## config.mk

```make
export PLATFORM = sky130hd
export DESIGN_NAME = mfb_front
export DESIGN_NICKNAME = d
export VERILOG_FILES = /design/src/hw/rtl/assert_macros.svh /design/src/hw/rtl/mfb_pkg.sv /design/src/hw/rtl/mfb_front.sv
export SDC_FILE = /design/constraint.sdc
export NUM_CORES = 1
export LEC_CHECK = 0
export BUFFER_PORTS_ARGS = -buffer_cell sky130_fd_sc_hd__buf_2
export CELL_PAD_IN_SITES_DETAIL_PLACEMENT = 0
export CELL_PAD_IN_SITES_GLOBAL_PLACEMENT = 1
export CORE_ASPECT_RATIO = 2
export CORE_UTILIZATION = 33
export CTS_BUF_LIST = sky130_fd_sc_hd__clkbuf_4 sky130_fd_sc_hd__clkbuf_8
export DETAILED_ROUTE_END_ITERATION = 12
export GPL_ROUTABILITY_DRIVEN = 0
export PLACE_DENSITY_LB_ADDON = 0.1
export SYNTH_ARGS = -nofsm -noshare
export SYNTH_HDL_FRONTEND = slang
export SYNTH_SLANG_ARGS = --single-unit
```

## constraint.sdc

```tcl
create_clock -name clk -period 3.1 [get_ports clk]
set_input_delay 0.465 -clock clk [delete_from_list [all_inputs] [get_ports clk]]
set_output_delay 0.465 -clock clk [all_outputs]
set_load 0.02 [all_outputs]
```

## src/hw/rtl/assert_macros.svh

```systemverilog
// ---------------------------------------------------------------------------
// assert_macros.svh
// Short forms for clocked concurrent assertions with a synchronous reset.
// ---------------------------------------------------------------------------
`ifndef ASSERT_MACROS_SVH
`define ASSERT_MACROS_SVH

// property must hold at every clock edge outside reset
`define ASSERT_ALWAYS(label, clk_sig, rst_sig, prop, msg) \
  label: assert property (@(posedge clk_sig) disable iff (rst_sig) prop) \
    else $error(msg);

// expression must never be true at a clock edge outside reset
`define ASSERT_NEVER(label, clk_sig, rst_sig, expr, msg) \
  label: assert property (@(posedge clk_sig) disable iff (rst_sig) !(expr)) \
    else $error(msg);

`endif

```

## src/hw/rtl/mfb_pkg.sv

```systemverilog
`timescale 1ns / 1ps
// ---------------------------------------------------------------------------
// mfb_pkg
// Shared constants and types of the mono framebuffer page refresh core.
// ---------------------------------------------------------------------------
package mfb_pkg;

  // field widths of the request and result
  localparam int ADDR_W = 10;
  localparam int DATA_W = 8;

  // job fields sized for the largest geometry allowed
  localparam int PAGE_W = 4;
  localparam int COL_W  = 8;

  // default geometry
  localparam int DEF_WIDTH      = 128;
  localparam int DEF_PAGES      = 8;
  localparam int DEF_LINE_BYTES = 16;

  // request kinds
  localparam logic REQ_WRITE = 1'b0;
  localparam logic REQ_EMIT  = 1'b1;

  // refresh stream bytes
  localparam int                HEADER_LEN   = 7;
  localparam logic [DATA_W-1:0] CMD_PREFIX   = 8'h00;
  localparam logic [DATA_W-1:0] DATA_PREFIX  = 8'h40;
  localparam logic [DATA_W-1:0] PAGE_CMD     = 8'hb0;
  localparam logic [DATA_W-1:0] COL_HIGH_CMD = 8'h10;
  localparam logic [DATA_W-1:0] COL_LOW_CMD  = 8'h00;

  // positions inside the command header
  localparam int POS_PAGE_CMD = 1;
  localparam int POS_COL_HIGH = 3;
  localparam int POS_DATA_PFX = 6;

  // depth of the queue between front and back
  localparam int QUEUE_DEPTH = 2;

  typedef enum logic [1:0] {
    JOB_WRITE  = 2'd0,
    JOB_CONST  = 2'd1,
    JOB_COLUMN = 2'd2
  } job_kind_t;

  typedef struct packed {
    job_kind_t         kind;
    logic [ADDR_W-1:0] addr;   // store address for a write
    logic [DATA_W-1:0] data;   // write data, or the byte of a header job
    logic [PAGE_W-1:0] page;
    logic [COL_W-1:0]  col;
    logic              first;
    logic              last;
    logic              frame;
  } job_t;

endpackage

```

## src/hw/rtl/mfb_front.sv

```systemverilog
`timescale 1ns / 1ps
// ---------------------------------------------------------------------------
// mfb_front
// Takes requests, tracks page and stream position, and turns each request
// into a store write, a header byte or a column gather job.
// ---------------------------------------------------------------------------
module mfb_front #(
  parameter int WIDTH = mfb_pkg::DEF_WIDTH,
  parameter int PAGES = mfb_pkg::DEF_PAGES
) (
  input  logic                        clk,
  input  logic                        rst,
  input  logic                        in_valid,
  output logic                        in_stall,
  input  logic                        req_type,
  input  logic [mfb_pkg::ADDR_W-1:0]  fb_address,
  input  logic [mfb_pkg::DATA_W-1:0]  fb_data,
  input  logic                        q_full,
  input  logic                        clearing,
  output logic                        q_push,
  output mfb_pkg::job_t               q_job
);
  import mfb_pkg::*;

  localparam int PW       = $clog2(WIDTH + HEADER_LEN);
  localparam int PGW      = (PAGES > 1) ? $clog2(PAGES) : 1;
  localparam int LAST_POS = HEADER_LEN + WIDTH - 1;

  logic [PW-1:0]  position;
  logic [PGW-1:0] page;
  logic           accept;

  assign in_stall = q_full | clearing;
  assign accept   = in_valid & ~in_stall;
  assign q_push   = accept;

  always_comb begin
    q_job.kind  = JOB_WRITE;
    q_job.addr  = fb_address;
    q_job.data  = fb_data;
    q_job.page  = PAGE_W'(page);
    q_job.col   = COL_W'(position - PW'(HEADER_LEN));
    q_job.first = 1'b0;
    q_job.last  = 1'b0;
    q_job.frame = 1'b0;
    if (req_type == REQ_EMIT) begin
      if (position < PW'(HEADER_LEN)) begin
        q_job.kind = JOB_CONST;
        if (!position[0]) begin
          // command prefix, or the data prefix at the end of the header
          q_job.first = 1'b1;
          q_job.data  = (position == PW'(POS_DATA_PFX)) ? DATA_PREFIX : CMD_PREFIX;
        end else begin
          q_job.last = 1'b1;
          if (position == PW'(POS_PAGE_CMD)) begin
            q_job.data = PAGE_CMD + DATA_W'(page);
          end else if (position == PW'(POS_COL_HIGH)) begin
            q_job.data = COL_HIGH_CMD;
          end else begin
            q_job.data = COL_LOW_CMD;
          end
        end
      end else begin
        q_job.kind = JOB_COLUMN;
        if (position == PW'(LAST_POS)) begin
          q_job.last  = 1'b1;
          q_job.frame = (page == PGW'(PAGES - 1));
        end
      end
    end
  end

  always_ff @(posedge clk) begin
    if (rst) begin
      position <= '0;
      page     <= '0;
    end else if (accept && req_type == REQ_EMIT) begin
      if (position == PW'(LAST_POS)) begin
        position <= '0;
        page     <= (page == PGW'(PAGES - 1)) ? '0 : page + 1'b1;
      end else begin
        position <= position + 1'b1;
      end
    end
  end

endmodule

```

==> qor.txt <==
CTS resizes: 0
WL per Instance: 15.9 um
Pre-antenna DRT Iters: 4
DRT antenna net count: 0
Core footprint: 2980 um^2
FF-to-FF Start: position[0]
Minimum clock period: 2.65 ns
Clock Skews: 0.00132 ns
Vias in the first global route: 929
Flops & latches, synth: 11
Setup crit start kind: register
# IOs: 61
H-Tree Depth: 1
Cts bufs inserted: 3
Mapped Area: 1040 um^2
Layout cells sized above 1: 0.366
Nature of the critical path endpoint: primary output
Final WL: 2910 um
Initial Util: 0.348
Crit path required time: 2.63 ns
Initial antenna violation count: 0
Hold Buf Count CTS: 0
Post-synth ARST share: 0
Die Y-Extent: 81.2 um
Reg2reg path depth: 4
Total number of yosys warnings: 0
Die width: 41.6 um
Unrepaired setup endpoints after global routing: false
Drt drc: 0
CTS tree: yes
Initial DRC Count: 26
Worst slew pin tran: 0.701 ns
Setup tns final: 0 ns
Clock latency on the worst-skew pair: 0.24 ns
Worst Hold Path Cells: 2
Buf/Inv on CP: 2
Crit-path leading delay family: flip-flops
Ant diodes: 0
DIE AREA: 3380 um^2
Most used DFF post-synth: dfxtp_1
Number of cell rows: 28
Peak Freq: 0.377 GHz
Commonest non-fill, non-tap cell in the layout: buf_2
Gr usage total: 0.177
Filler cells: 310
Crit path DAT: 2.19 ns
Setup Buffers After CTS: 0
Lkg Pwr: 0.553 nW
FF/Latch Area: 220 um^2
Crit Path Max Fanout: 10
Yosys cell types: 46
Maxcap violations: 0
Tcrit/Tclk final: 0.856
Nets: 183
Port Buffers: 39
Slowest-stage cell, CP: dfxtp_1
Fin. max-slew vios: 0
Largest net degree at the start of global routing: 16
Area growth, synth to finish: 15.5%
Most frequent cells in the layout: buf_2 (39), a21oi_1 (12), dfxtp_1 (11), nand2_1 (9), nor2_1 (8)
Mean Syn Cell Area: 8.03 um^2
Synth Instances: 129
Vias/cell: 5.59
Grt ovf: 0
Area of the multi-input gates: 649 um^2
Hold Vio Cnt, Final: 0
Hold Crit Endpoint: page[2]
Register-to-register setup slack: 1.26 ns
Final Power: 0.357 mW
Reg2reg end: position[6]
Sequential share of the synthesized area: 0.213
Post-Syn Nets: 158
Number of synthesized flops with an enable pin: 0
Hold WC Path Type: in2reg
Clock Sinks: 11
Status: completed
CP cell instances: ha_1 -> a211oi_1 -> nand4b_1 -> inv_2 -> mux2_2 -> buf_2
CTS max path bufs: 2
Final setup fails: 0
Kind of critical path: reg2out
Crit-path max cell delay: 0.40 ns
Clock transition at path regs: 0.05 ns
Clock Root Buffer: clkbuf_8
Maximum vdd drop: 0.000205 V
First-pass GRT wire length: 4540 um
Vias: 1023
Fin util: 0.402
DPL Wire Length: 2270 um
Min-delay src: rst
Power Density: 298 nW/um^2
Max-slew headroom: 0.531
worst max-delay path by stage:
stage / cells past startpoint / startpoint / endpoint / slack [ns]
after floorplan: 6 / position[1] / q_job[15] / 0.90
after global placement: 6 / position[0] / q_job[19] / 0.76
after detailed placement: 6 / position[0] / q_job[21] / 0.71
after CTS: 6 / position[0] / q_job[21] / 0.44
after global routing: 6 / position[0] / q_job[20] / 0.31
final: 6 / position[0] / q_job[21] / 0.45
stage by stage:
step | instances | area [um^2] | worst slack [ns] | hold slack [ns]
3_3_place_gp | 179 | 1150 | 0.763 | 0.498
3_5_place_dp | 179 | 1150 | 0.708 | 0.507
6_report | 183 | 1200 | 0.447 | 0.505
4_1_cts | 183 | 1200 | 0.436 | 0.511
5_1_grt | 183 | 1200 | 0.311 | 0.514
2_1_floorplan | 129 | 1040 | 0.899 | 0.494
cell usage after synthesis (all sizes together), types with 4 or more instances:
cell | count | area share
dfxtp | 11 | 0.21
inv | 8 | 0.029
ha | 5 | 0.060
a21oi | 12 | 0.058
nor2 | 8 | 0.029
mux2 | 4 | 0.043
clkbuf | 5 | 0.019
buf | 16 | 0.11
xor2 | 5 | 0.042
o31ai | 6 | 0.043
nand2 | 9 | 0.033
nand4 | 4 | 0.024
layout make-up:
class                   instances  share of cell area
repair buffers                 41               0.176
clock buffers                   4              0.0408
multi-input cells              89               0.543
flip-flops and latches         11               0.184
well taps                      30              0.0314
inverters                       8              0.0251
metal layers:
metal  part of all wire  vias up  GRT usage  routed length, um
met5                  0        -          0                  0
met4              0.024        0      0.100                 71
met3              0.029        7     0.0311                 83
met2               0.57       25      0.344               1660
met1               0.38      487      0.170               1090
li1                   -      504          -                  -
where the power goes:
part,total (mW),internal (mW),switching (mW)
clock,0.159,0.0995,0.0595
sequential,0.143,0.142,0.00127
combinational,0.0543,0.0217,0.0326
total,0.357,0.263,0.0933
registers in the layout, indices dropped and copies added, names as in the netlist:
name and flops:
position 8, page 3
cell families after synthesis:
| kind of cell | after synthesis | synth area share |
|---|---|---|
| AOI/OAI and AO/OA | 30 | 0.197 |
| xor gates and xnor gates | 6 | 0.0507 |
| adders and majority gates | 5 | 0.0604 |
| buffers and inverters | 29 | 0.161 |
| DFF | 11 | 0.213 |
| muxes | 7 | 0.0725 |
| other | 1 | 0.00362 |
| and+or+nand+nor | 40 | 0.243 |
worst register-to-register path: stages, from the launching register on:
cell and delay (ns):
dfxtp_1 0.51, ha_1 0.40, nand3_1 0.21, or4_1 0.52, a21oi_1 0.14
(Power assumes the default switching activity.)
