--- config.mk ---
export PLATFORM = sky130hd
export DESIGN_NAME = mfb_queue
export DESIGN_NICKNAME = d
export VERILOG_FILES = /design/src/hw/rtl/assert_macros.svh /design/src/hw/rtl/mfb_pkg.sv /design/src/hw/rtl/mfb_queue.sv
export SDC_FILE = /design/constraint.sdc
export NUM_CORES = 1
export LEC_CHECK = 0
export BUFFER_PORTS_ARGS = -buffer_cell sky130_fd_sc_hd__clkbuf_2
export CAP_MARGIN = 0
export CELL_PAD_IN_SITES_DETAIL_PLACEMENT = 0
export CELL_PAD_IN_SITES_GLOBAL_PLACEMENT = 2
export CORE_AREA = 2 2 120 64
export CTS_CLUSTER_SIZE = 20
export DETAILED_ROUTE_END_ITERATION = 16
export DIE_AREA = 0 0 122 66
export PLACE_DENSITY = 0.89
export RECOVER_POWER = 25
export SYNTH_ARGS = -nofsm -noshare
export SYNTH_HDL_FRONTEND = slang
export SYNTH_SLANG_ARGS = --single-unit
export TNS_END_PERCENT = 50
--- constraint.sdc ---
create_clock -name clk -period 4 [get_ports clk]
set_input_delay 0.8 -clock clk [delete_from_list [all_inputs] [get_ports clk]]
set_output_delay 0.8 -clock clk [all_outputs]
set_load 0.1 [all_outputs]
--- src/hw/rtl/assert_macros.svh ---
// ---------------------------------------------------------------------------
// assert_macros.svh
// Short forms for clocked concurrent assertions with a synchronous reset.
// ---------------------------------------------------------------------------
`ifndef ASSERT_MACROS_SVH
`define ASSERT_MACROS_SVH

// property must hold at every clock edge outside reset
`define ASSERT_ALWAYS(label, clk_sig, rst_sig, prop, msg) \
  label: assert property (@(posedge clk_sig) disable iff (rst_sig) prop) \
    else $error(msg);

// expression must never be true at a clock edge outside reset
`define ASSERT_NEVER(label, clk_sig, rst_sig, expr, msg) \
  label: assert property (@(posedge clk_sig) disable iff (rst_sig) !(expr)) \
    else $error(msg);

`endif

--- src/hw/rtl/mfb_pkg.sv ---
`timescale 1ns / 1ps
// ---------------------------------------------------------------------------
// mfb_pkg
// Shared constants and types of the mono framebuffer page refresh core.
// ---------------------------------------------------------------------------
package mfb_pkg;

  // field widths of the request and result
  localparam int ADDR_W = 10;
  localparam int DATA_W = 8;

  // job fields sized for the largest geometry allowed
  localparam int PAGE_W = 4;
  localparam int COL_W  = 8;

  // default geometry
  localparam int DEF_WIDTH      = 128;
  localparam int DEF_PAGES      = 8;
  localparam int DEF_LINE_BYTES = 16;

  // request kinds
  localparam logic REQ_WRITE = 1'b0;
  localparam logic REQ_EMIT  = 1'b1;

  // refresh stream bytes
  localparam int                HEADER_LEN   = 7;
  localparam logic [DATA_W-1:0] CMD_PREFIX   = 8'h00;
  localparam logic [DATA_W-1:0] DATA_PREFIX  = 8'h40;
  localparam logic [DATA_W-1:0] PAGE_CMD     = 8'hb0;
  localparam logic [DATA_W-1:0] COL_HIGH_CMD = 8'h10;
  localparam logic [DATA_W-1:0] COL_LOW_CMD  = 8'h00;

  // positions inside the command header
  localparam int POS_PAGE_CMD = 1;
  localparam int POS_COL_HIGH = 3;
  localparam int POS_DATA_PFX = 6;

  // depth of the queue between front and back
  localparam int QUEUE_DEPTH = 2;

  typedef enum logic [1:0] {
    JOB_WRITE  = 2'd0,
    JOB_CONST  = 2'd1,
    JOB_COLUMN = 2'd2
  } job_kind_t;

  typedef struct packed {
    job_kind_t         kind;
    logic [ADDR_W-1:0] addr;   // store address for a write
    logic [DATA_W-1:0] data;   // write data, or the byte of a header job
    logic [PAGE_W-1:0] page;
    logic [COL_W-1:0]  col;
    logic              first;
    logic              last;
    logic              frame;
  } job_t;

endpackage

--- src/hw/rtl/mfb_queue.sv ---
`timescale 1ns / 1ps
// ---------------------------------------------------------------------------
// mfb_queue
// Short job queue between the front and the back.
// ---------------------------------------------------------------------------
module mfb_queue (
  input  logic          clk,
  input  logic          rst,
  input  logic          push,
  input  mfb_pkg::job_t push_job,
  input  logic          pop,
  output logic          q_valid,
  output mfb_pkg::job_t q_job,
  output logic          full
);
  import mfb_pkg::*;

  localparam int QAW = (QUEUE_DEPTH > 1) ? $clog2(QUEUE_DEPTH) : 1;
  localparam int CW  = $clog2(QUEUE_DEPTH + 1);

  job_t           slots [QUEUE_DEPTH];
  logic [QAW-1:0] wr_ptr;
  logic [QAW-1:0] rd_ptr;
  logic [CW-1:0]  count;
  logic [CW-1:0]  count_next;

  assign q_valid = (count != '0);
  assign full    = (count == CW'(QUEUE_DEPTH));
  assign q_job   = slots[rd_ptr];

  always_comb begin
    case ({push, pop})
      2'b10:   count_next = count + 1'b1;
      2'b01:   count_next = count - 1'b1;
      default: count_next = count;
    endcase
  end

  always_ff @(posedge clk) begin
    if (rst) begin
      wr_ptr <= '0;
      rd_ptr <= '0;
      count  <= '0;
    end else begin
      count <= count_next;
      if (push) begin
        wr_ptr <= (wr_ptr == QAW'(QUEUE_DEPTH - 1)) ? '0 : wr_ptr + 1'b1;
      end
      if (pop) begin
        rd_ptr <= (rd_ptr == QAW'(QUEUE_DEPTH - 1)) ? '0 : rd_ptr + 1'b1;
      end
    end
  end

  always_ff @(posedge clk) begin
    if (push) begin
      slots[wr_ptr] <= push_job;
    end
  end

endmodule

==> results.txt, run 1 <==
----------------------------------------------------
[Final layout]
  Antenna Cells ... 0
  Fraction of final layout cells with drive strength greater than 1 ... 52.8%
  Area growth, synth to finish ... 28.3%
  Design area ... 3500 µm²
  Number of non-filler instances in the completed layout ... 314
  Nets@finish ... 253
  Filler Cells Inserted ... 612

[GRT]
  Met2 Track Usage GR ... 18.9%
  Global routing usage on met3 ... 6.81%
  Busiest layer in global routing ... met2
  Total congestion overflow ... 0
  Number of antenna violations at the first check in global routing ... 0
  Via count of the first global-routing pass ... 1,465
  Largest net degree at the start of global routing ... 36
  Total GRT Usage ... 13.2%
  Wire length of the first global-routing pass ... 7370 µm
  Met1 usage in global routing ... 16.3%

[Synthesis]
  Netlist cell types ... 16
  Number of register bits inferred by synthesis ... 75
  Synthesized instance count ... 131
  Fraction of the yosys area taken by sequential cells ... 80.7%
  Synthesis warning total ... 0
  Area share of the largest cell type after synthesis ... 77.0%
  Synth area leaders ... sky130_fd_sc_hd__edfxtp_1, sky130_fd_sc_hd__mux2_2, sky130_fd_sc_hd__dfxtp_1
  Syn Nets ... 171
  Dominant cell type by area after synthesis ... sky130_fd_sc_hd__edfxtp_1
  Synth Area per Inst ... 20.8 µm²
  Combined area of all synthesized cells ... 2730 µm²

[Die]
  Die area ... 8050 µm²
  Vertical die dimension ... 66 µm
  Die Span X ... 122 µm
  Starting utilization of the core area ... 38.9%
  Core area ... 7020 µm²
  Number of top-level design ports ... 76
  Std-Cell Rows ... 22

[Setup path]
  Class of the most critical setup path ... register to output port
  Worst R2R Path Depth ... 1
  Origin of the critical flop-to-flop path ... wr_ptr
  Reg-to-reg slack, setup ... 2.46 ns
  Crit path capture type ... output port
  Data arrival time of the critical path ... 2.02 ns
  Maximum fanout encountered on the critical timing path ... 35
  Capture point of the worst reg-to-reg path ... slots[1][30]
  Startpoint type of the worst setup path ... register
  Data required time of the critical path ... 3.20 ns

[Power]
  Power density of the placed cells ... 636 nW/µm²
  Max VDD drop ... 299 µV
  Overall power ... 2.23 mW
  P_leak ... 1.30 nW

[STA]
  Setup repair after global routing missed its margin ... false
  Setup violators final ... 0
  Setup total negative slack ... 0 ns
  Max Clock Skew ... 0.00684 ns
  Tcrit/Tclk final ... 70.5%
  Fmax ... 0.355 GHz
  Slew @ Worst Pin ... 1.01 ns
  Endpoints failing hold ... 0
  Clock period minus worst slack ... 2.82 ns
  Slew HR ... 32.5%
  Final-report max-slew violation count ... 0

[Clock tree]
  Number of sinks driven by the clock tree ... 75
  Clock buffer count from CTS ... 9
  Count of hold-fix buffers inserted at cts ... 0
  Number of instances resized during post-cts repair ... 0
  Max H-tree Level ... 3
  Root buffer cell ... sky130_fd_sc_hd__clkbuf_16
  Post-CTS setup buffers ... 0
  Maximum buffer depth of the clock tree ... 2
  Clock-pin slew of the registers on the worst-case setup and hold paths ... 0.05 ns
  TritonCTS clock tree ... built
  Clock latency on the worst-skew pair ... 0.33 ns

[Worst hold path]
  Worst min-delay path startpoint ... count[1]
  Worst hold path class ... register to register
  WHS Path Cells ... 2
  Destination of the worst hold path ... count[1]

[Detailed routing]
  Post-detailed-route wirelength per cell ... 14.8 µm
  Count of vias placed by the detailed router ... 1,404
  Residual DRC ... 0
  Detail Route Antenna Nets ... 0
  First-pass iteration count of the detailed router ... 4
  Routed vias/inst ... 4.47
  Iteration-0 DRC count of the detailed router ... 76
  Overall routed net length ... 4660 µm

[Placement]
  Final weighted congestion in routability-driven placement ... 0.693
  Buffers added on ports ... 75
  Total instance count after detailed placement ... 298
  Post-DP HPWL ... 3040 µm
  Post-Place Cell Area ... 3210 µm²

[Status]
  Outcome ... completed

[Run]
  Max-cap violations ... 0

----------------------------------------------------
==> registers in the layout, summed over array words and instances, names as in the netlist, named ones only <==
register,flops
rd_ptr,1
slots,70
wr_ptr,1
count,2
==> metal layers <==
metal / vias up / share of wire (%)
met1: 677 / 48
li1: 668 / -
met4: 0 / 1.5
met2: 49 / 42
met5: - / 0
met3: 10 / 8.4
==> logic make-up after synthesis <==
logic type               after synthesis  share of synthesized area [%]
flip-flops                            75                           80.7
multiplexers                          35                           14.4
AND/OR/NAND/NOR                        9                           1.70
buffers and inverters                  5                           1.05
XOR/XNOR                               4                           1.28
AO/OA/AOI/OAI                          2                          0.366
adder cells (fa/ha/maj)                1                          0.458
==> cells in the final DEF (no fill, tap or decap), drive strengths merged, types with 2 or more instances in the layout <==
cell    instances
clkbuf         85
xnor2           3
edfxtp         70
dfxtp           5
nor2            5
bufinv          2
mux2           35
clkinv          3
==> per-stage QoR <==
stage | utilization (%) | setup WS [ns] | hold WS [ns]
2_1_floorplan | - | 1.24 | 0.456
3_3_place_gp | 45.7 | 1.48 | 0.488
3_5_place_dp | 45.7 | 1.49 | 0.499
4_1_cts | 50.1 | 1.13 | 0.514
5_1_grt | 49.9 | 1.05 | 0.543
6_report | 49.9 | 1.18 | 0.504
==> cells in the mapped netlist (all sizes together) <==
cell,count
a21oi,1
and2,1
and2b,1
buf,4
dfxtp,5
edfxtp,70
ha,1
inv,1
mux2,35
nor2,5
o21ai,1
or2,1
or3,1
xnor2,3
xor2,1
==> power by group <==
group          switching (mW)  internal, mW
registers              0.0261         0.915
logic                   0.381        0.0864
clock network           0.279         0.540
==> worst max-delay path, cell delays in order (launching register included) <==
cell	delay, ns
sky130_fd_sc_hd__dfxtp_2	0.87
sky130_fd_sc_hd__mux2_2	0.44
sky130_fd_sc_hd__clkbuf_2	0.37
==> final cells by class <==
| type | instances | area [µm²] | share of cell area, % |
|---|---|---|---|
| Tap cell | 96 | 120 | 3.43 |
| Clock inverter | 6 | 80.1 | 2.29 |
| Clock buffer | 10 | 229 | 6.54 |
| Timing Repair Buffer | 75 | 359 | 10.3 |
| Inverter | 1 | 3.75 | 0.107 |
| Multi-Input combinational cell | 51 | 507 | 14.5 |
| Sequential cell | 75 | 2200 | 62.9 |
==> worst max path at each step <==
stage | from | end | depth (start not counted)
2_1_floorplan | push | slots[0][0] | 2
3_3_place_gp | register | q_job[4] | 2
3_5_place_dp | register | q_job[4] | 2
4_1_cts | register | q_job[4] | 2
5_1_grt | register | q_job[4] | 2
6_report | register | q_job[4] | 2
Power figures use the tool's default switching activity.
==> run 2: changes to the inputs <==
--- a/config.mk
+++ b/config.mk
@@ -5,15 +5,16 @@
 export SDC_FILE = /design/constraint.sdc
 export NUM_CORES = 1
 export LEC_CHECK = 0
+export ABC_AREA = 1
 export BUFFER_PORTS_ARGS = -buffer_cell sky130_fd_sc_hd__clkbuf_2
 export CAP_MARGIN = 0
 export CELL_PAD_IN_SITES_DETAIL_PLACEMENT = 0
 export CELL_PAD_IN_SITES_GLOBAL_PLACEMENT = 2
-export CORE_AREA = 2 2 120 64
+export CORE_AREA = 2 2 134 71
 export CTS_CLUSTER_SIZE = 20
 export DETAILED_ROUTE_END_ITERATION = 16
-export DIE_AREA = 0 0 122 66
-export PLACE_DENSITY = 0.89
+export DIE_AREA = 0 0 136 73
+export PLACE_DENSITY = 0.81
 export RECOVER_POWER = 25
 export SYNTH_ARGS = -nofsm -noshare
 export SYNTH_HDL_FRONTEND = slang
==> constraint.sdc (replaced) <==
create_clock -name clk -period 2.43 [get_ports clk]
set_input_delay 0.486 -clock clk [delete_from_list [all_inputs] [get_ports clk]]
set_output_delay 0.486 -clock clk [all_outputs]
set_load 0.1 [all_outputs]
==> results.txt, run 2 <==
----------------------------------------------------
[Clock tree]
  Number of sinks driven by the clock tree ... 75 (unchanged)
  Max H-tree Level ... 3 (unchanged)
  Count of hold-fix buffers inserted at cts ... 0 (unchanged)
  Maximum buffer depth of the clock tree ... 2 (unchanged)
  Post-CTS setup buffers ... 0 (unchanged)
  Clock-pin slew of the registers on the worst-case setup and hold paths ... 0.06 ns (about the same)
  Clock latency on the worst-skew pair ... 0.33 ns (about the same)
  TritonCTS clock tree ... built
  Number of instances resized during post-cts repair ... 0 (unchanged)
  Root buffer cell ... sky130_fd_sc_hd__clkbuf_16
  Clock buffer count from CTS ... 9 (unchanged)

[Status]
  Outcome ... completed

[STA]
  Setup violators final ... 0 (unchanged)
  Endpoints failing hold ... 0 (unchanged)
  Clock period minus worst slack ... 2.21 ns
  Fmax ... 0.452 GHz
  Final-report max-slew violation count ... 0 (unchanged)
  Max Clock Skew ... 0.00294 ns (-0.00390 ns)
  Setup repair after global routing missed its margin ... false
  Slew @ Worst Pin ... 0.553 ns (-0.458 ns)
  Tcrit/Tclk final ... 91.0%
  Setup total negative slack ... 0 ns (unchanged)
  Slew HR ... 63.3% (+31 points)

[Final layout]
  Fraction of final layout cells with drive strength greater than 1 ... 50.0% (-2.8 points)
  Largest register FFs ... 70 (unchanged)
  Top library cells by usage in the layout, fill and taps aside ... sky130_fd_sc_hd__edfxtp_1, sky130_fd_sc_hd__clkbuf_2, sky130_fd_sc_hd__mux2_4
  Register name with the most flops ... slots
  Nets@finish ... 269 (+6.3%)
  Largest registers ranked by flip-flop count ... slots: 70 flops, count: 2 flops
  Area growth, synth to finish ... 28.0%
  Antenna Cells ... 0 (unchanged)
  Most frequent standard cell in the layout excluding fill and tap cells ... sky130_fd_sc_hd__edfxtp_1

[GRT]
  Via count of the first global-routing pass ... 1,442 (-1.6%)
  Largest net degree at the start of global routing ... 22 (-39%)
  Total congestion overflow ... 0 (unchanged)
  Wire length of the first global-routing pass ... 7460 µm (+1.2%)
  Total GRT Usage ... 11.0% (-2.2 points)
  Number of antenna violations at the first check in global routing ... 0 (unchanged)

[Detailed routing]
  Routed vias/inst ... 4.18 (-6.5%)
  Count of vias placed by the detailed router ... 1,484 (+5.7%)
  Overall routed net length ... 5050 µm (+8.3%)
  Iteration-0 DRC count of the detailed router ... 67 (-12%)
  Post-detailed-route wirelength per cell ... 14.2 µm (-4.2%)
  Detail Route Antenna Nets ... 0 (unchanged)
  First-pass iteration count of the detailed router ... 4 (unchanged)
  Residual DRC ... 0 (unchanged)

[Synthesis]
  Synth area leaders ... sky130_fd_sc_hd__edfxtp_1, sky130_fd_sc_hd__mux2_4, sky130_fd_sc_hd__dfxtp_1
  Netlist cell types ... 15 (-1)
  Area share of the largest cell type after synthesis ... 72.4% (-4.7 points)
  Fraction of the yosys area taken by sequential cells ... 75.8% (-4.9 points)
  Synth Area per Inst ... 20.5 µm² (-1.8%)
  Leading register cell type out of synthesis ... sky130_fd_sc_hd__edfxtp_1
  Async set-reset flop share out of synthesis ... 0% (unchanged)
  Synthesized instance count ... 142 (+8.4%)
  Commonest cells in the synthesized netlist ... sky130_fd_sc_hd__edfxtp_1, sky130_fd_sc_hd__mux2_4, sky130_fd_sc_hd__nor2_1
  Syn Nets ... 182 (+6.4%)
  Synthesis warning total ... 0 (unchanged)
  Combined area of all synthesized cells ... 2910 µm² (+6.5%)
  Dominant cell type by area after synthesis ... sky130_fd_sc_hd__edfxtp_1
  Number of enable flip-flop cells after synthesis ... 70 (unchanged)
  Top-count cell post-synth ... sky130_fd_sc_hd__edfxtp_1
  Number of register bits inferred by synthesis ... 75 (unchanged)

[Setup path]
  Data required time of the critical path ... 1.94 ns (-1.26 ns)
  WP buf/inv ... 2 (+1)
  Class of the most critical setup path ... register to output port
  Startpoint type of the worst setup path ... register
  Maximum fanout encountered on the critical timing path ... 17 (-51%)
  Critical path's largest stage delay ... 0.38 ns (-0.49 ns)
  List of cells traversed by the critical path ... buf_4 -> mux2_2 -> clkbuf_2
  Crit path capture type ... output port
  Cell with the biggest individual delay on the critical path ... sky130_fd_sc_hd__mux2_2
  Data arrival time of the critical path ... 1.72 ns (-0.30 ns)
  Category of cells accounting for the largest share of critical-path delay ... buffers and inverters

[Power]
  Max VDD drop ... 350 µV (+17%)
  P_leak ... 1.47 nW (+13%)
  Overall power ... 3.69 mW (+66%)
  Power density of the placed cells ... 992 nW/µm² (+56%)

[Die]
  Die Span X ... 136 µm (+11%)
  Std-Cell Rows ... 25 (+14%)
  Die area ... 9930 µm² (+23%)
  Starting utilization of the core area ... 32.5% (-6.4 points)
  Core area ... 8950 µm² (+27%)
  Number of top-level design ports ... 76 (unchanged)
  Vertical die dimension ... 73 µm (+11%)

[Placement]
  Post-DP HPWL ... 3470 µm (+14%)
  Buffers added on ports ... 75 (unchanged)
  Final weighted congestion in routability-driven placement ... 0.698 (+0.68%)

[Run]
  Max-cap violations ... 0 (unchanged)

[Worst hold path]
  Worst hold path class ... primary input to register

----------------------------------------------------
run 2: logic make-up (layout without fill, tap and decap cells):
| family | after synthesis | after routing | share of synthesized area (%) |
|---|---|---|---|
| DFF | 75 | 75 | 75.8 |
| muxes | 35 | 35 | 17.4 |
| and+or+nand+nor | 17 | 17 | 2.33 |
| buffers and inverters | 11 | 103 | 3.36 |
| AOI/OAI and AO/OA | 2 | 2 | 0.344 |
| adders and majority gates | 1 | 1 | 0.431 |
| xor gates and xnor gates | 1 | 1 | 0.302 |
run 2: final timing paths:
path / start / slack (ns) / to / cells past startpoint
hold reg to reg: count[1] / 0.52 / count[1] / 2
setup / recovery: register / 0.22 / q_job[25] / 3
setup reg to reg: wr_ptr / 1.10 / slots[0][23] / 2
hold / removal: push_job[34] / 0.34 / slots[0][34] / 1
run 2: layer usage:
metal	track usage, %	vias to the layer above	routed length, µm
li1	-	708	-
met1	14.6	712	2450
met2	13.9	57	1990
met3	6.81	7	556
met4	5.21	0	49
met5	0	-	0
run 2: area by class of cell:
class | count | area [µm²]
fillers | 834 | 5230
flip-flops and latches | 75 | 2200
multi-input cells | 56 | 613
repair buffers | 80 | 407
clock buffers | 10 | 229
well taps | 121 | 151
clock inverters | 6 | 88.8
inverters | 7 | 26.3
run 2: where the power goes:
group	total (mW)	leakage (nW)	internal [mW]	switching, mW
clock	1.39	0.149	0.900	0.493
sequential	1.51	0.699	1.49	0.0197
combinational	0.784	0.625	0.171	0.613
total	3.69	1.47	2.56	1.13
run 2: per-stage QoR:
step	std cells	worst slack, ns	area, µm²	utilization (%)	hold WS, ns
global route	355	0.129	3720	41.6	0.321
finish	355	0.220	3720	41.6	0.341
floorplan	142	0.313	2910	-	0.476
CTS	355	0.183	3740	41.8	0.323
detailed placement	339	0.546	3420	38.2	0.502
global placement	339	0.549	3420	38.2	0.499
==> run 3: changes to the inputs <==
--- a/config.mk
+++ b/config.mk
@@ -5,16 +5,15 @@
 export SDC_FILE = /design/constraint.sdc
 export NUM_CORES = 1
 export LEC_CHECK = 0
-export ABC_AREA = 1
 export BUFFER_PORTS_ARGS = -buffer_cell sky130_fd_sc_hd__clkbuf_2
 export CAP_MARGIN = 0
 export CELL_PAD_IN_SITES_DETAIL_PLACEMENT = 0
 export CELL_PAD_IN_SITES_GLOBAL_PLACEMENT = 2
-export CORE_AREA = 2 2 134 71
+export CORE_AREA = 2 2 132 70
 export CTS_CLUSTER_SIZE = 20
 export DETAILED_ROUTE_END_ITERATION = 16
-export DIE_AREA = 0 0 136 73
-export PLACE_DENSITY = 0.81
+export DIE_AREA = 0 0 134 72
+export PLACE_DENSITY = 0.8
 export RECOVER_POWER = 25
 export SYNTH_ARGS = -nofsm -noshare
 export SYNTH_HDL_FRONTEND = slang
==> results.txt, run 3 (synthesis gave the netlist of run 1 again) <==
----------------------------------------------------
[STA]
  Endpoints failing hold ... 0 (unchanged)
  Fmax ... 0.462 GHz (+2.1%)
  Setup repair after global routing missed its margin ... false
  Setup violators final ... 0 (unchanged)
  Tcrit/Tclk final ... 89.1% (-1.9 points)
  Clock period minus worst slack ... 2.16 ns (-0.0453 ns)
  Setup total negative slack ... 0 ns (unchanged)
  Slew @ Worst Pin ... 0.558 ns (+0.00532 ns)
  Final-report max-slew violation count ... 0 (unchanged)
  Final worst-path setup slack ... 0.265 ns (+0.0453 ns)
  Slew HR ... 62.9% (-0.35 points)
  Max Clock Skew ... 0.00449 ns (+0.00155 ns)

[Setup path]
  Crit path capture type ... output port
  Data arrival time of the critical path ... 1.68 ns (-0.04 ns)
  Maximum fanout encountered on the critical timing path ... 18 (+1)
  Startpoint type of the worst setup path ... register
  Worst R2R Path Depth ... 2 (unchanged)
  Data required time of the critical path ... 1.94 ns (about the same)
  Class of the most critical setup path ... register to output port

[Die]
  Die area ... 9650 µm² (-2.8%)
  Die Span X ... 134 µm (-1.5%)
  Starting utilization of the core area ... 32.3% (-0.14 points)
  Vertical die dimension ... 72 µm (-1.4%)
  Std-Cell Rows ... 24 (-4.0%)
  Core area ... 8440 µm² (-5.7%)
  Number of top-level design ports ... 76 (unchanged)

[Power]
  Power density of the placed cells ... 1010 nW/µm² (+2.2%)
  Max VDD drop ... 514 µV (+47%)
  P_leak ... 1.30 nW (-12%)

[GRT]
  Wire length of the first global-routing pass ... 8080 µm (+8.3%)
  Total congestion overflow ... 0 (unchanged)
  Largest net degree at the start of global routing ... 21 (-4.5%)
  Number of antenna violations at the first check in global routing ... 0 (unchanged)
  Total GRT Usage ... 11.8% (+0.79 points)
  Via count of the first global-routing pass ... 1,510 (+4.7%)

[Final layout]
  Fraction of final layout cells with drive strength greater than 1 ... 51.8% (+1.8 points)
  Area growth, synth to finish ... 29.9%
  Largest register FFs ... 70 (unchanged)
  Antenna Cells ... 0 (unchanged)
  Most frequent standard cell in the layout excluding fill and tap cells ... sky130_fd_sc_hd__edfxtp_1
  Largest registers ranked by flip-flop count ... slots: 70 flops, count: 2 flops
  Nets@finish ... 259 (-3.7%)
  Register name with the most flops ... slots
  Filler Cells Inserted ... 785 (-5.9%)
  Top library cells by usage in the layout, fill and taps aside ... sky130_fd_sc_hd__edfxtp_1, sky130_fd_sc_hd__clkbuf_2, sky130_fd_sc_hd__mux2_2

[Clock tree]
  Max H-tree Level ... 3 (unchanged)
  TritonCTS clock tree ... built
  Post-CTS setup buffers ... 0 (unchanged)
  Number of instances resized during post-cts repair ... 0 (unchanged)
  Clock latency on the worst-skew pair ... 0.32 ns (about the same)
  Clock buffer count from CTS ... 9 (unchanged)
  Number of sinks driven by the clock tree ... 75 (unchanged)
  Root buffer cell ... sky130_fd_sc_hd__clkbuf_16
  Count of hold-fix buffers inserted at cts ... 0 (unchanged)
  Maximum buffer depth of the clock tree ... 2 (unchanged)
  Clock-pin slew of the registers on the worst-case setup and hold paths ... 0.06 ns (about the same)

[Detailed routing]
  Detail Route Antenna Nets ... 0 (unchanged)
  Routed vias/inst ... 4.22 (+1.0%)
  Overall routed net length ... 5180 µm (+2.7%)
  Residual DRC ... 0 (unchanged)
  Post-detailed-route wirelength per cell ... 15.2 µm (+7.0%)
  First-pass iteration count of the detailed router ... 4 (unchanged)
  Count of vias placed by the detailed router ... 1,440 (-3.0%)
  Iteration-0 DRC count of the detailed router ... 56 (-16%)

[Worst hold path]
  Worst hold path class ... primary input to register
  WHS Path Cells ... 1 (unchanged)

[Placement]
  Post-DP HPWL ... 3620 µm (+4.1%)
  Buffers added on ports ... 75 (unchanged)
  Final weighted congestion in routability-driven placement ... 0.713 (+2.2%)
  Pre-CTS setup slack ... 0.605 ns (+0.0591 ns)

[Run]
  Max-cap violations ... 0 (unchanged)

[Status]
  Outcome ... completed

----------------------------------------------------
-- run 3: cell type report --
type                    instances  area [µm²]  area share, %
flip-flops and latches         75        2200           62.2
multi-input cells              51         507           14.3
repair buffers                 81         398           11.2
clock buffers                  11         233           6.57
well taps                     117         146           4.13
clock inverters                 5        53.8           1.52
inverters                       1        3.75          0.106
-- run 3: worst max-delay path, cell delays in order, from the launching register on --
cell and delay [ns]:
sky130_fd_sc_hd__dfxtp_2 0.32, sky130_fd_sc_hd__buf_4 0.27, sky130_fd_sc_hd__mux2_2 0.39, sky130_fd_sc_hd__clkbuf_2 0.37
-- run 3: per-stage QoR --
| step | power, mW | cell area, µm² | hold slack, ns | util, % | cells |
|---|---|---|---|---|---|
| 5_1_grt | 3.72 | 3540 | 0.335 | 42.0 | 341 |
| 2_1_floorplan | 2.22 | 2730 | 0.456 | - | 131 |
| 3_5_place_dp | 2.37 | 3280 | 0.488 | 38.9 | 325 |
| 4_1_cts | 3.64 | 3570 | 0.336 | 42.3 | 341 |
| 3_3_place_gp | 2.36 | 3280 | 0.477 | 38.9 | 325 |
| 6_report | 3.59 | 3540 | 0.349 | 42.0 | 341 |
-- run 3: metal layers --
metal,share of wire (%),track usage (%)
met4,2.2,6.38
met5,0,0
met2,41,16.6
met3,7.4,5.45
met1,49,15.2
-- run 3: final timing paths --
check,from,endpoint,slack [ns]
hold reg to reg,count[1],count[1],0.49
setup reg to reg,wr_ptr,slots[1][7],1.06
setup / recovery,register,q_job[16],0.27
hold / removal,push_job[29],slots[0][29],0.35
-- run 3: power breakdown --
part | internal [mW] | total [mW] | switching (mW) | leakage (nW)
registers | 1.50 | 1.53 | 0.0227 | 0.699
logic | 0.151 | 0.805 | 0.654 | 0.472
clock network | 0.789 | 1.26 | 0.473 | 0.133
